File: config.mk
export PLATFORM = sky130hd
export DESIGN_NAME = line_crossing_tracker
export DESIGN_NICKNAME = d
export VERILOG_FILES = /design/src/design/lct_pkg.sv /design/src/design/lct_in_stage.sv /design/src/design/lct_core.sv /design/src/design/lct_out_stage.sv /design/src/design/line_crossing_tracker.sv
export SDC_FILE = /design/constraint.sdc
export NUM_CORES = 1
export LEC_CHECK = 0
export BUFFER_PORTS_ARGS = -buffer_cell sky130_fd_sc_hd__buf_2
export CORE_AREA = 2 2 103 105
export DETAILED_ROUTE_END_ITERATION = 10
export DIE_AREA = 0 0 105 107
export PLACE_DENSITY = 0.87
export SYNTH_ARGS = -nofsm -noshare
export SYNTH_HDL_FRONTEND = slang
export SYNTH_SLANG_ARGS = --single-unit
File: constraint.sdc
create_clock -name i_clk -period 16.5 [get_ports i_clk]
set_input_delay 3.3 -clock i_clk [delete_from_list [all_inputs] [get_ports i_clk]]
set_output_delay 3.3 -clock i_clk [all_outputs]
set_load 0.02 [all_outputs]
File: src/design/lct_pkg.sv
`timescale 1ns / 1ps
// ----------------------------------------------------------------------------
// lct_pkg
// Shared types, constants and helpers for the line crossing tracker.
// ----------------------------------------------------------------------------
package lct_pkg;

    localparam int STATUS_W = 2;
    localparam int ANGLE_W  = 9;
    localparam int DIST_W   = 10;
    localparam int FDIST_W  = 11;
    localparam int THR_W    = 8;
    localparam int WIDE_W   = ANGLE_W + 1;

    // Line status codes; the unused code behaves as a T junction
    localparam logic [STATUS_W-1:0] STATUS_NONE  = 2'd0;
    localparam logic [STATUS_W-1:0] STATUS_PLAIN = 2'd1;
    localparam logic [STATUS_W-1:0] STATUS_TJUNC = 2'd2;

    localparam logic [THR_W-1:0] THR_RESET = 8'd90;

    localparam logic signed [WIDE_W-1:0] HALF_TURN = 10'sd180;
    localparam logic signed [WIDE_W-1:0] FULL_TURN = 10'sd360;

    typedef struct packed {
        logic [STATUS_W-1:0]       status;
        logic signed [ANGLE_W-1:0] angle;
        logic [DIST_W-1:0]         distance;
    } t_reading;

    typedef struct packed {
        logic                      angle_valid;
        logic signed [ANGLE_W-1:0] field_angle;
        logic signed [FDIST_W-1:0] field_distance;
        logic                      inside_line;
        logic                      crossed_flag;
    } t_result;

    // Fold an angle back into -180..180 by at most one turn
    function automatic logic signed [WIDE_W-1:0] wrap_deg(input logic signed [WIDE_W-1:0] x);
        logic signed [WIDE_W-1:0] y;
        y = x;
        if (y > HALF_TURN) begin
            y = y - FULL_TURN;
        end
        if (y < -HALF_TURN) begin
            y = y + FULL_TURN;
        end
        return y;
    endfunction

endpackage

File: src/design/lct_in_stage.sv
`timescale 1ns / 1ps
`default_nettype none
// ----------------------------------------------------------------------------
// lct_in_stage
// Input register: captures one sensor request and holds it until the
// result register can take the processed item.
// ----------------------------------------------------------------------------
module lct_in_stage (
    input  wire logic                             i_clk,
    input  wire logic                             i_rst_n,
    input  wire logic                             i_s_tvalid,
    output logic                                  o_s_tready,
    input  wire logic [lct_pkg::STATUS_W-1:0]     i_status,
    input  wire logic [lct_pkg::ANGLE_W-1:0]      i_angle,
    input  wire logic [lct_pkg::DIST_W-1:0]       i_distance,
    input  wire logic                             i_advance,
    output logic                                  o_valid,
    output lct_pkg::t_reading                     o_reading
);
    import lct_pkg::*;

    logic     r_valid;
    t_reading r_reading;

    // Take a new request when empty or when the held one moves on
    assign o_s_tready = !r_valid || i_advance;

    always_ff @(posedge i_clk) begin
        if (!i_rst_n) begin
            r_valid <= 1'b0;
        end else if (i_s_tvalid && o_s_tready) begin
            r_valid <= 1'b1;
        end else if (i_advance) begin
            r_valid <= 1'b0;
        end
    end

    // Payload: no reset needed
    always_ff @(posedge i_clk) begin
        if (i_s_tvalid && o_s_tready) begin
            r_reading.status   <= i_status;
            r_reading.angle    <= i_angle;
            r_reading.distance <= i_distance;
        end
    end

    assign o_valid   = r_valid;
    assign o_reading = r_reading;

endmodule
`default_nettype wire

File: src/design/lct_core.sv
`timescale 1ns / 1ps
`default_nettype none
// ----------------------------------------------------------------------------
// lct_core
// Crossing state, threshold register and the per-reading logic that forms
// the field angle, signed distance and flags.
// ----------------------------------------------------------------------------
module lct_core (
    input  wire logic                         i_clk,
    input  wire logic                         i_rst_n,
    input  wire logic                         i_cfg_we,
    input  wire logic [lct_pkg::THR_W-1:0]    i_cfg_wdata,
    input  wire logic                         i_fire,
    input  wire lct_pkg::t_reading            i_reading,
    output lct_pkg::t_result                  o_result
);
    import lct_pkg::*;

    logic [THR_W-1:0]          r_thr;
    logic                      r_over;
    logic                      r_prev_none;
    logic signed [ANGLE_W-1:0] r_last;

    logic                      on_line;
    logic                      on_t;
    logic                      plain;
    logic signed [WIDE_W-1:0]  angle_in;
    logic signed [WIDE_W-1:0]  last_ext;
    logic signed [WIDE_W-1:0]  diff;
    logic [WIDE_W-1:0]         diff_abs;
    logic                      toggle;
    logic                      n_over;
    logic signed [WIDE_W-1:0]  last_flip;
    logic signed [WIDE_W-1:0]  angle_flip;
    logic signed [FDIST_W-1:0] dist_ext;

    // Decode status; the high bit marks a T junction
    assign on_line = (i_reading.status != STATUS_NONE);
    assign on_t    = i_reading.status[1];
    assign plain   = on_line && !on_t;

    // Bring the raw angle into range and measure the jump
    assign angle_in = wrap_deg({i_reading.angle[ANGLE_W-1], i_reading.angle});
    assign last_ext = {r_last[ANGLE_W-1], r_last};
    assign diff     = wrap_deg(angle_in - last_ext);
    assign diff_abs = (diff < 0) ? $unsigned(-diff) : $unsigned(diff);
    assign toggle   = plain && !r_prev_none
                      && (diff_abs > {{(WIDE_W-THR_W){1'b0}}, r_thr});
    assign n_over   = r_over ^ toggle;

    assign last_flip  = wrap_deg(last_ext + HALF_TURN);
    assign angle_flip = wrap_deg(angle_in + HALF_TURN);
    assign dist_ext   = $signed({1'b0, i_reading.distance});

    // Form the result with the updated flag
    always_comb begin
        o_result.angle_valid = 1'b1;
        o_result.field_angle = '0;
        if (!on_line) begin
            if (n_over) begin
                o_result.field_angle = r_last;
            end else begin
                o_result.angle_valid = 1'b0;
            end
        end else if (on_t) begin
            o_result.field_angle = n_over ? r_last : last_flip[ANGLE_W-1:0];
        end else begin
            o_result.field_angle = n_over ? angle_in[ANGLE_W-1:0]
                                          : angle_flip[ANGLE_W-1:0];
        end
        o_result.field_distance = n_over ? -dist_ext : dist_ext;
        o_result.inside_line    = !on_line && n_over;
        o_result.crossed_flag   = n_over;
    end

    // Threshold register
    always_ff @(posedge i_clk) begin
        if (!i_rst_n) begin
            r_thr <= THR_RESET;
        end else if (i_cfg_we) begin
            r_thr <= i_cfg_wdata;
        end
    end

    // Advance the crossing state once per processed reading
    always_ff @(posedge i_clk) begin
        if (!i_rst_n) begin
            r_over      <= 1'b0;
            r_prev_none <= 1'b1;
            r_last      <= '0;
        end else if (i_fire) begin
            r_over      <= n_over;
            r_prev_none <= !on_line;
            if (plain) begin
                r_last <= angle_in[ANGLE_W-1:0];
            end
        end
    end

endmodule
`default_nettype wire

File: src/design/lct_out_stage.sv
`timescale 1ns / 1ps
`default_nettype none
// ----------------------------------------------------------------------------
// lct_out_stage
// Result register: holds one finished result until the receiver takes it.
// ----------------------------------------------------------------------------
module lct_out_stage (
    input  wire logic               i_clk,
    input  wire logic               i_rst_n,
    input  wire logic               i_valid,
    input  wire lct_pkg::t_result   i_result,
    output logic                    o_advance,
    output logic                    o_m_tvalid,
    input  wire logic               i_m_tready,
    output lct_pkg::t_result        o_result
);
    import lct_pkg::*;

    logic    r_valid;
    t_result r_result;

    // Room when empty or when the held result leaves this cycle
    assign o_advance = !r_valid || i_m_tready;

    always_ff @(posedge i_clk) begin
        if (!i_rst_n) begin
            r_valid <= 1'b0;
        end else if (o_advance) begin
            r_valid <= i_valid;
        end
    end

    always_ff @(posedge i_clk) begin
        if (o_advance && i_valid) begin
            r_result <= i_result;
        end
    end

    assign o_m_tvalid = r_valid;
    assign o_result   = r_result;

endmodule
`default_nettype wire

File: src/design/line_crossing_tracker.sv
`timescale 1ns / 1ps
`default_nettype none
// ----------------------------------------------------------------------------
// line_crossing_tracker
// Tracks whether the robot has crossed a field line from line-sensor readings.
// ----------------------------------------------------------------------------
// Usage:
//   Slave channel: one sensor reading per request. s_tuser carries the line
//   status, s_tdata the angle and distance.
//   Master channel: one result per reading, in order. m_tuser says whether
//   the field angle is valid, m_tdata carries angle, distance and flags.
//   Config port: i_cfg_we writes the crossing threshold in degrees; write it
//   only while no reading is in flight.
// Path: an accepted reading goes through the input register, then the
//   crossing logic, then the result register that drives o_m_tvalid.
// Throughput: one reading per clock unless stalled; flag closes in that cycle.
// Reset: the flag clears, the last reading counts as no line, the stored
//   angle is zero and the threshold returns to 90 degrees.
// Stall: while i_m_tready is low the result is held and one more reading is
//   taken into the input register; then o_s_tready drops.
// ----------------------------------------------------------------------------
module line_crossing_tracker (
    input  wire logic        i_clk,
    input  wire logic        i_rst_n,
    input  wire logic        i_s_tvalid,
    output logic             o_s_tready,
    // [8:0] sensor_angle, [18:9] sensor_depth, [23:19] zero
    input  wire logic [23:0] i_s_tdata,
    // [1:0] line_status
    input  wire logic [1:0]  i_s_tuser,
    output logic             o_m_tvalid,
    input  wire logic        i_m_tready,
    // [8:0] field_angle, [19:9] field_distance, [20] inside_line,
    // [21] crossed_flag, [23:22] zero
    output logic [23:0]      o_m_tdata,
    // [0] angle_valid
    output logic [0:0]       o_m_tuser,
    input  wire logic        i_cfg_we,
    input  wire logic [7:0]  i_cfg_wdata
);
    import lct_pkg::*;

    logic     in_valid;
    logic     advance;
    t_reading reading;
    t_result  core_result;
    t_result  out_result;

    lct_in_stage u_in_stage (
        .i_clk      (i_clk),
        .i_rst_n    (i_rst_n),
        .i_s_tvalid (i_s_tvalid),
        .o_s_tready (o_s_tready),
        .i_status   (i_s_tuser),
        .i_angle    (i_s_tdata[8:0]),
        .i_distance (i_s_tdata[18:9]),
        .i_advance  (advance),
        .o_valid    (in_valid),
        .o_reading  (reading)
    );

    lct_core u_core (
        .i_clk       (i_clk),
        .i_rst_n     (i_rst_n),
        .i_cfg_we    (i_cfg_we),
        .i_cfg_wdata (i_cfg_wdata),
        .i_fire      (in_valid && advance),
        .i_reading   (reading),
        .o_result    (core_result)
    );

    lct_out_stage u_out_stage (
        .i_clk      (i_clk),
        .i_rst_n    (i_rst_n),
        .i_valid    (in_valid),
        .i_result   (core_result),
        .o_advance  (advance),
        .o_m_tvalid (o_m_tvalid),
        .i_m_tready (i_m_tready),
        .o_result   (out_result)
    );

    // Pack the result onto the master channel
    assign o_m_tdata = {2'b00,
                        out_result.crossed_flag,
                        out_result.inside_line,
                        out_result.field_distance,
                        out_result.field_angle};
    assign o_m_tuser = out_result.angle_valid;

endmodule
`default_nettype wire
==> impl_results.md, run 1 <==
* WP data arrival at 11.04 ns
* Max cap viols at 0
* Routed WL per cell at 15.9 microns
* Via count at 5,278
* YS warnings at 0
* Crit Path Class: reg -> reg
* Net Sw Power at 0.387 mW
* Synth Area per Inst at 8.72 sq um
* CP Capture Type: flop
* Detailed placement HPWL at 10,200 microns
* Congestion Overflow GR at 0
* Status: complete, no violations
* Cells after Synth at 664
* Die H at 107 microns
* Post-synth EDFFs at 44
* CTS tree: yes
* Clock power share at 16.1%
* Overall power at 0.861 mW
* Post-CTS resize count at 0
* Critical path buffer and inverter count at 4
* Detail Route Antenna Nets at 0
* Clock root cell: clkbuf_8
* Peak supply drop at 0.130 mV
* Post-Syn Area at 5790 sq um
* Worst-margin pin slew at 1.05 ns
* Hold WS at 0.498 ns
* Flop pwr share at 22.9%
* Max-slew violations at 0
* Highest clock rate at 91.5 MHz
* # DRC at 0
* Global-route wire length before repair at 22,200 microns
* Buffers on Ports at 58
* Row count at 37
* Hold Path Class: reg -> reg
* Largest net degree at the start of global routing at 30
* #FFs+latches synth at 65
* Cell-internal power at 0.473 mW
* Num CTS Buffers at 9
* Pwr Density at 136 nW/um^2
* Ys async rst share at 0%
* CP Launch Type: flop
* Hold Buf Count CTS at 0
* Final setup TNS at 0 ns
* IO Count at 66
* Final setup viols at 0
* Worst Path Required at 16.61 ns
* Combinational share of power at 60.9%
* Relative slew slack at 29.5%
* Number of global-route vias before repair at 4,843
* Final Skew at 0.0144 ns
* Library cells used by synthesis at 90
* ANT cells at 0
* Final WL at 13,600 microns
* Static Leakage at 2.58 nW
* CTS clk-pin slew, worst paths at 0.08 ns
* Post-synthesis sequential area ratio at 30.1%
* Final worst-path cycle share at 66.2%
* Drt first pass iters at 5
* Die Wd at 105 microns
* Initial DRC Count at 423
* Post-CTS setup buffers at 0
* Core Area at 10,100 sq um
* Placed standard-cell area at 6130 sq um
* Area Overhead vs Synth at 9.49%
* Fin nets at 787
* Vias/cell at 6.20
* CP top delay family: compound AO/OA/AOI/OAI gates
* GRT Overall Usage at 23.9%
* Max incr delay on CP at 0.83 ns
* Slowest CP cell: xnor2_2
* Clk sink count at 65
* Switching share of power at 45.0%
* Most used DFF post-synth: edfxtp_1
* Design area at 6340 sq um
* Later-pin clock latency in the skew report at 0.35 ns
* Die area at 11,200 sq um
* Htree depth at 3
* Initial Util at 57.4%
* Most frequent cells in the layout: 58 x buf_2, 57 x nor2_1, 50 x nand2_1, 44 x edfxtp_1, 42 x inv_1
* Final hold vios at 0
* CP Max Fanout at 22
* Bufs on Longest Clock Path at 2
* GPL Wtd Cong at 0.883
* Initial antenna violation count at 0
* Post-layout minimum cycle time at 10.93 ns
* Most common cell after layout, fill and taps aside: buf_2
* RSZ-0062 raised after global routing: false
* Share of layout cells above drive strength 1 at 15.1%
per-layer routing:
metal | up-vias | GRT usage (%) | share of wire [%]
met3 | 27 | 3.34 | 5.7
met2 | 207 | 43.1 | 51
met5 | - | 0 | 0
li1 | 2538 | - | -
met1 | 2506 | 28.8 | 41
met4 | 0 | 9.52 | 2.1
area by class of cell:
| cell class | instances | area [sq um] |
|---|---|---|
| Fill cell | 831 | 3750 |
| Clock inverter | 7 | 80.1 |
| Inverter | 44 | 165 |
| Tap cell | 136 | 170 |
| Timing Repair Buffer | 59 | 298 |
| Multi-Input combinational cell | 531 | 3760 |
| Sequential cell | 65 | 1740 |
| Clock buffer | 9 | 124 |
synthesized netlist by cell type (4+ instances only):
cell type | number | share of area, %
o21ai_1 | 8 | 0.69
mux2i_1 | 16 | 2.8
o2111ai_1 | 5 | 0.76
or3_1 | 10 | 1.1
nor4_1 | 8 | 0.86
a21boi_0 | 8 | 1.0
buf_2 | 4 | 0.35
clkbuf_1 | 14 | 0.91
ha_1 | 37 | 8.0
inv_1 | 42 | 2.7
nand4_1 | 6 | 0.65
a211o_1 | 4 | 0.61
a21o_1 | 10 | 1.3
o21a_1 | 12 | 1.6
a21oi_1 | 30 | 2.6
xnor2_1 | 32 | 4.8
nor2_1 | 57 | 3.7
dfxtp_1 | 21 | 7.3
a31oi_1 | 11 | 1.2
nand3_1 | 14 | 1.2
o211ai_1 | 11 | 1.4
nand2_1 | 50 | 3.2
and2_1 | 9 | 0.97
edfxtp_1 | 44 | 23
o21ai_0 | 33 | 2.9
nor3_1 | 14 | 1.2
nor2b_1 | 19 | 2.1
nand2b_1 | 13 | 1.4
o311ai_1 | 6 | 0.91
xor2_1 | 18 | 2.7
buf_4 | 4 | 0.52
and3_1 | 4 | 0.43
worst register-to-register path: cells and delay by family (launching register included):
kind / cells / cell delay (ns)
muxes: 1 / 0.37
DFF: 1 / 0.69
adders and majority gates: 5 / 1.71
xor gates and xnor gates: 2 / 1.35
and+or+nand+nor: 15 / 2.14
buffers and inverters: 4 / 0.47
AOI/OAI and AO/OA: 18 / 3.95
worst paths after layout:
path                                          startpoint                  endpoint  slack (ns)  depth (start not counted)
worst max-delay path            u_in_stage.o_reading[12]  u_out_stage.o_result[15]        5.57                         45
worst min-delay path                    u_core.r_last[6]          u_core.r_last[6]        0.50                          2
worst max register to register  u_in_stage.o_reading[12]  u_out_stage.o_result[15]        5.57                         45
worst min register to register          u_core.r_last[6]          u_core.r_last[6]        0.50                          2
power by group through the flow:
stage | clock network, mW | registers (mW) | logic [mW]
3_5_place_dp | 0 | 0.201 | 0.516
3_3_place_gp | 0 | 0.200 | 0.493
2_1_floorplan | 0 | 0.204 | 0.420
5_1_grt | 0.147 | 0.198 | 0.582
6_report | 0.139 | 0.197 | 0.524
4_1_cts | 0.140 | 0.197 | 0.519
per-stage QoR:
step | instances | setup WS [ns] | util, %
finish | 851 | 5.57 | 62.8
global placement | 835 | 6.08 | 60.8
CTS | 851 | 5.74 | 62.8
global route | 851 | 4.75 | 62.8
floorplan | 665 | 7.55 | -
detailed placement | 835 | 5.81 | 60.8
kinds of logic after synthesis:
family                     Yosys count  share of synthesized area, %
muxes                               20                          3.61
DFF                                 65                          30.1
adders and majority gates           38                          8.34
xor gates and xnor gates            51                          7.85
buffers and inverters               69                          5.08
AOI/OAI and AO/OA                  196                          25.4
other                                1                        0.0648
and+or+nand+nor                    224                          19.6
registers in the layout, summed over array words and instances (netlist names):
signal	count
u_core.r_prev_none	1
u_core.r_over	1
u_out_stage.o_result	23
u_core.r_thr	8
u_in_stage.o_valid	1
u_in_stage.o_reading	21
u_out_stage.o_m_tvalid	1
u_core.r_last	9
Power figures use the tool's default switching activity.
==> inputs of run 2 (changes only) <==
--- a/config.mk
+++ b/config.mk
@@ -5,11 +5,12 @@
 export SDC_FILE = /design/constraint.sdc
 export NUM_CORES = 1
 export LEC_CHECK = 0
+export ABC_AREA = 1
 export BUFFER_PORTS_ARGS = -buffer_cell sky130_fd_sc_hd__buf_2
-export CORE_AREA = 2 2 103 105
+export CORE_AREA = 2 2 105 107
 export DETAILED_ROUTE_END_ITERATION = 10
-export DIE_AREA = 0 0 105 107
-export PLACE_DENSITY = 0.87
+export DIE_AREA = 0 0 107 109
+export PLACE_DENSITY = 0.85
 export SYNTH_ARGS = -nofsm -noshare
 export SYNTH_HDL_FRONTEND = slang
 export SYNTH_SLANG_ARGS = --single-unit
==> constraint.sdc (replaced) <==
create_clock -name i_clk -period 9.4 [get_ports i_clk]
set_input_delay 1.88 -clock i_clk [delete_from_list [all_inputs] [get_ports i_clk]]
set_output_delay 1.88 -clock i_clk [all_outputs]
set_load 0.02 [all_outputs]
==> run 2 against run 1 <==
Against the previous run: non-clock buffer count decreased by 1; wire length decreased by 10%; largest power group unchanged; sequential cell count unchanged; setup slack got worse by 4.3 ns; sequential share of layout area increased by 0.64 points; first-iteration DRC count decreased by 15%; critical path depth increased by 11; clock skew increased by 0.0024 ns; via count decreased by 3.1%; fmax increased by 35%; largest cell class unchanged; register-to-register slack got worse by 4.3 ns.
==> impl_results.md, run 2 <==
* Row count at 38
* Worst Path Required at 9.50 ns
* Ys async rst share at 0%
* Slowest CP cell: edfxtp_1
* Clock root cell: clkbuf_8
* Most frequent cells in the layout: 209 x nand2_1, 111 x inv_1, 64 x nand3_1, 58 x buf_2, 47 x nor2_1
* Synth Area per Inst at 7.20 sq um
* Post-CTS resize count at 0
* CP most frequent cell: nand2_1
* Dpl ws at 1.42 ns
* Worst setup margin at 1.30 ns
* Routed WL per cell at 12.5 microns
* GPL Wtd Cong at 0.895
* # DRC at 0
* Global-route wire length before repair at 20,300 microns
* RSZ-0062 raised after global routing: false
* Post-CTS setup buffers at 0
* Relative slew slack at 39.6%
* WP data arrival at 8.21 ns
* Detailed placement HPWL at 9320 microns
* Max cap viols at 0
* Final worst-path cycle share at 86.2%
* Most used DFF post-synth: edfxtp_1
* Post-layout minimum cycle time at 8.10 ns
* Initial antenna violation count at 0
* Later-pin clock latency in the skew report at 0.36 ns
* Final Skew at 0.0168 ns
* Die area at 11,700 sq um
* Combinational share of power at 61.5%
* Initial DRC Count at 360
* Flop pwr share at 21.6%
* Final setup viols at 0
* Pwr Density at 257 nW/um^2
* Bufs on Longest Clock Path at 2
* Cells after Synth at 773
* Post-synthesis sequential area ratio at 31.3%
* CTS clk-pin slew, worst paths at 0.07 ns
* Hold Path Class: reg -> reg
* CTS tree: yes
* Die Wd at 107 microns
* Final setup TNS at 0 ns
* Switching share of power at 47.4%
* Synth top area share at 23.7%
* Crit Path Class: reg -> reg
* Static Leakage at 3.13 nW
* Fin nets at 911
* Highest clock rate at 123 MHz
* Hold Buf Count CTS at 0
* ANT cells at 0
* Clk sink count at 65
* GRT Overall Usage at 21.4%
* Post-synthesis cell type with the largest combined area: edfxtp_1
* CP Capture Type: flop
* Post-synth EDFFs at 44
* Buffers on Ports at 58
* Initial Util at 52.5%
* Num CTS Buffers at 9
* Final WL at 12,200 microns
* Congestion Overflow GR at 0
* Largest net degree at the start of global routing at 25
* Final hold vios at 0
* Detail Route Antenna Nets at 0
* Vias/cell at 5.22
* Number of global-route vias before repair at 4,569
* Net Sw Power at 0.755 mW
* Largest register FFs at 23
* Most common cell after layout, fill and taps aside: nand2_1
* Status: complete, no violations
* Clock power share at 16.8%
* Library cells used by synthesis at 48
* Htree depth at 3
* Commonest cells post-synth: 209 x nand2_1, 111 x inv_1, 64 x nand3_1, 47 x nor2_1, 44 x edfxtp_1
* Cell-internal power at 0.837 mW
* Via count at 5,112
* Post-Syn Area at 5570 sq um
* YS warnings at 0
* Count leader, synth: nand2_1
* CP Launch Type: flop
* Share of layout cells above drive strength 1 at 16.9%
* Core Area at 10,600 sq um
* IO Count at 66
* Peak supply drop at 0.460 mV
* Drt first pass iters at 6
* Ranking of synthesized cells by area: edfxtp_1 24%, nand2_1 14%, ha_1 8.3%
* Area Overhead vs Synth at 11.3%
* Worst-margin pin slew at 0.903 ns
* CP Max Fanout at 10
* Filler cell count in the final layout at 946
* Seq. cell area at 1740 sq um
* Die H at 109 microns
* Multi-input combinational cell area at 3300 sq um
* #FFs+latches synth at 65
* Max incr delay on CP at 0.49 ns
* Max-slew violations at 0
==> run 2: cell count changes after synthesis, moves of 12 or more <==
cell / previous run / this run
inv_1: 42 / 111
inv_2: 2 / 14
mux2i_1: 16 / 0
nand2_1: 50 / 209
nand2_2: 0 / 17
nand2b_1: 13 / 0
nand3_1: 14 / 64
nand3_2: 0 / 12
nand4_1: 6 / 22
nor2b_1: 19 / 1
xnor2_1: 32 / 5
==> run 2: through the flow <==
step	hold slack (ns)	cell area, sq um	power (mW)	utilization, %	cells
3_3_place_gp	0.450	5980	1.29	56.4	963
4_1_cts	0.470	6190	1.59	58.4	979
3_5_place_dp	0.459	5980	1.32	56.4	963
5_1_grt	0.503	6190	1.77	58.4	979
2_1_floorplan	0.440	5570	1.15	-	774
6_report	0.466	6190	1.59	58.4	979
==> run 2: layer usage <==
layer | vias up | track usage, % | wire [microns]
met5 | - | 0 | 0
met4 | 0 | 8.44 | 310
met1 | 2270 | 27.7 | 5470
met2 | 160 | 36.3 | 5780
li1 | 2655 | - | -
met3 | 27 | 3.17 | 640
==> run 2: area by class of cell <==
cell class	instances	area share, %
multi-input cells	574	53.2
flip-flops and latches	65	28.1
inverters	126	7.64
repair buffers	58	4.69
well taps	140	2.83
clock buffers	10	2.06
clock inverters	6	1.45
==> run 2: kinds of logic after synthesis <==
logic type	Yosys count	share of synthesized area, %
AO/OA/AOI/OAI	101	10.4
AND/OR/NAND/NOR	403	34.8
other	1	0.0674
XOR/XNOR	30	5.13
adder cells (fa/ha/maj)	38	8.68
flip-flops	65	31.3
buffers and inverters	135	9.55
==> run 2: worst max-delay path, delay by kind of cell, from the launching register on <==
kind            cells  cell delay (ns)
buf+inv             8             0.85
simple gates       33             3.39
flops               1             0.49
fa+ha+maj           6             1.70
compound gates      7             1.10
xor+xnor            2             0.31
==> run 2: power by group through the flow <==
stage / clock network (mW) / registers [mW] / logic, mW
detailed placement: 0 / 0.350 / 0.973
floorplan: 0 / 0.361 / 0.789
global placement: 0 / 0.349 / 0.945
finish: 0.268 / 0.344 / 0.980
CTS: 0.269 / 0.344 / 0.978
global route: 0.282 / 0.346 / 1.14
==> run 2: worst paths after layout <==
path / start / to / slack (ns) / depth (start not counted)
max: u_in_stage.o_reading[13] / u_out_stage.o_result[15] / 1.30 / 56
min: u_core.r_thr[7] / u_core.r_thr[7] / 0.47 / 2
max reg2reg: u_in_stage.o_reading[13] / u_out_stage.o_result[15] / 1.30 / 56
min reg2reg: u_core.r_thr[7] / u_core.r_thr[7] / 0.47 / 2
==> inputs of run 3 (changes only) <==
--- a/config.mk
+++ b/config.mk
@@ -7,10 +7,12 @@
 export LEC_CHECK = 0
 export ABC_AREA = 1
 export BUFFER_PORTS_ARGS = -buffer_cell sky130_fd_sc_hd__buf_2
-export CORE_AREA = 2 2 105 107
+export CORE_AREA = 2 2 104 106
+export CTS_BUF_LIST = sky130_fd_sc_hd__clkbuf_8
 export DETAILED_ROUTE_END_ITERATION = 10
-export DIE_AREA = 0 0 107 109
-export PLACE_DENSITY = 0.85
+export DIE_AREA = 0 0 106 108
+export PLACE_DENSITY = 0.87
+export SLEW_MARGIN = 10
 export SYNTH_ARGS = -nofsm -noshare
 export SYNTH_HDL_FRONTEND = slang
 export SYNTH_SLANG_ARGS = --single-unit
==> run 3 against run 2 <==
Against the previous run: clock-buffer cell count shrank 1; non-clock buffer count is the same; power shrank 1.4%; sequential cell count is the same; global-route usage grew 0.62 points; design area shrank 0.32%; register-to-register slack gained 0.04 ns; sequential power is essentially flat; first-iteration DRC count shrank 13%; sequential share of layout area grew 0.091 points; die area shrank 1.8%; worst hold slack gained 0.0038 ns; critical path type unchanged; largest cell class unchanged.
==> impl_results.md, run 3 (synthesis results as in run 2) <==
* Status: complete, no violations
* GRT Overall Usage at 22.1%
* CP top delay family: simple AND/OR/NAND/NOR gates
* CP Max Fanout at 10
* Num CTS Buffers at 9
* Drt first pass iters at 5
* Max-slew violations at 0
* GPL Wtd Cong at 0.871
* Initial antenna violation count at 0
* Post-CTS setup buffers at 0
* Hold Path Class: reg -> reg
* Final Skew at 0.0126 ns
* Max cap viols at 0
* Initial DRC Count at 312
* IO Count at 66
* Static Leakage at 3.13 nW
* Final setup viols at 0
* Hold path start: u_core.r_thr[7]
* Largest net degree at the start of global routing at 25
* Bufs on Longest Clock Path at 2
* Slowest CP cell: edfxtp_1
* Clk sink count at 65
* Detail Route Antenna Nets at 0
* CTS clk-pin slew, worst paths at 0.08 ns
* Final worst-path cycle share at 85.7%
* Worst Path Required at 9.50 ns
* Routed WL per cell at 12.6 microns
* Detailed placement HPWL at 9360 microns
* Hold Buf Count CTS at 0
* CP Capture Type: flop
* # DRC at 0
* Highest clock rate at 124 MHz
* Fin nets at 911
* CP most frequent cell: nand2_1
* Worst-margin pin slew at 0.914 ns
* Post-CTS resize count at 0
* Initial Util at 54.4%
* Max incr delay on CP at 0.48 ns
* Number of global-route vias before repair at 4,670
* Later-pin clock latency in the skew report at 0.35 ns
* Final WL at 12,200 microns
* RSZ-0062 raised after global routing: false
* Buffers on Ports at 58
* Die H at 108 microns
* Peak supply drop at 0.355 mV
* WP data arrival at 8.16 ns
* Via count at 5,127
* Critical Path Start: u_in_stage.o_reading[13]
* Largest register FFs at 23
* Die area at 11,400 sq um
* Final hold vios at 0
* CTS tree: yes
* Final setup TNS at 0 ns
* Pwr Density at 254 nW/um^2
* Clock root cell: clkbuf_8
* Row count at 37
* Core Area at 10,200 sq um
* Post-layout minimum cycle time at 8.06 ns
* Critical path buffer and inverter count at 8
* ANT cells at 0
* Congestion Overflow GR at 0
* Vias/cell at 5.26
* Hold WS at 0.470 ns
* Most common cell after layout, fill and taps aside: nand2_1
* Crit Path Class: reg -> reg
* Die Wd at 106 microns
* Area Overhead vs Synth at 10.9%
* Relative slew slack at 38.9%
* CP Launch Type: flop
* Most frequent cells in the layout: 209 x nand2_1, 111 x inv_1, 64 x nand3_1, 58 x buf_2, 47 x nor2_1
* Share of layout cells above drive strength 1 at 17.0%
* Htree depth at 3
* RR Startpoint: u_in_stage.o_reading[13]
* Overall power at 1.57 mW
* Global-route wire length before repair at 20,600 microns
[run 3: layer usage]
layer / vias up / track usage, % / part of all wire (%)
li1: 2652 / - / -
met1: 2306 / 27.5 / 43
met2: 139 / 38.9 / 49
met3: 30 / 3.80 / 4.9
met4: 0 / 7.42 / 2.7
met5: - / 0 / 0
[run 3: path summary, 6_finish.rpt]
path                              endpoint  slack [ns]  cells past startpoint
setup / recovery  u_out_stage.o_result[15]        1.34                     53
hold / removal             u_core.r_thr[7]        0.47                      2
setup reg to reg  u_out_stage.o_result[15]        1.34                     53
hold reg to reg            u_core.r_thr[7]        0.47                      2
[run 3: where the power goes]
part	switching [mW]	total [mW]	internal, mW
clock	0.121	0.246	0.125
combinational	0.626	0.980	0.354
sequential	0.0109	0.344	0.333
[run 3: layout make-up]
class,count,area [sq um]
repair buffers,58,290
clock inverters,7,78.8
fillers,903,4060
multi-input cells,574,3300
flip-flops and latches,65,1740
inverters,126,473
clock buffers,9,124
well taps,136,170
[run 3: stage by stage]
step	setup slack, ns	utilization [%]	instance area (sq um)	std cells
2_1_floorplan	2.48	-	5570	774
3_3_place_gp	1.65	58.4	5970	959
3_5_place_dp	1.51	58.4	5970	959
4_1_cts	1.45	60.3	6170	975
5_1_grt	0.454	60.3	6170	975
6_report	1.34	60.3	6170	975
[run 3: tightest hold or removal path, cell delays in order (launching register included)]
cell and delay, ns:
dfxtp_1 0.30, inv_1 0.07, a21oi_1 0.06
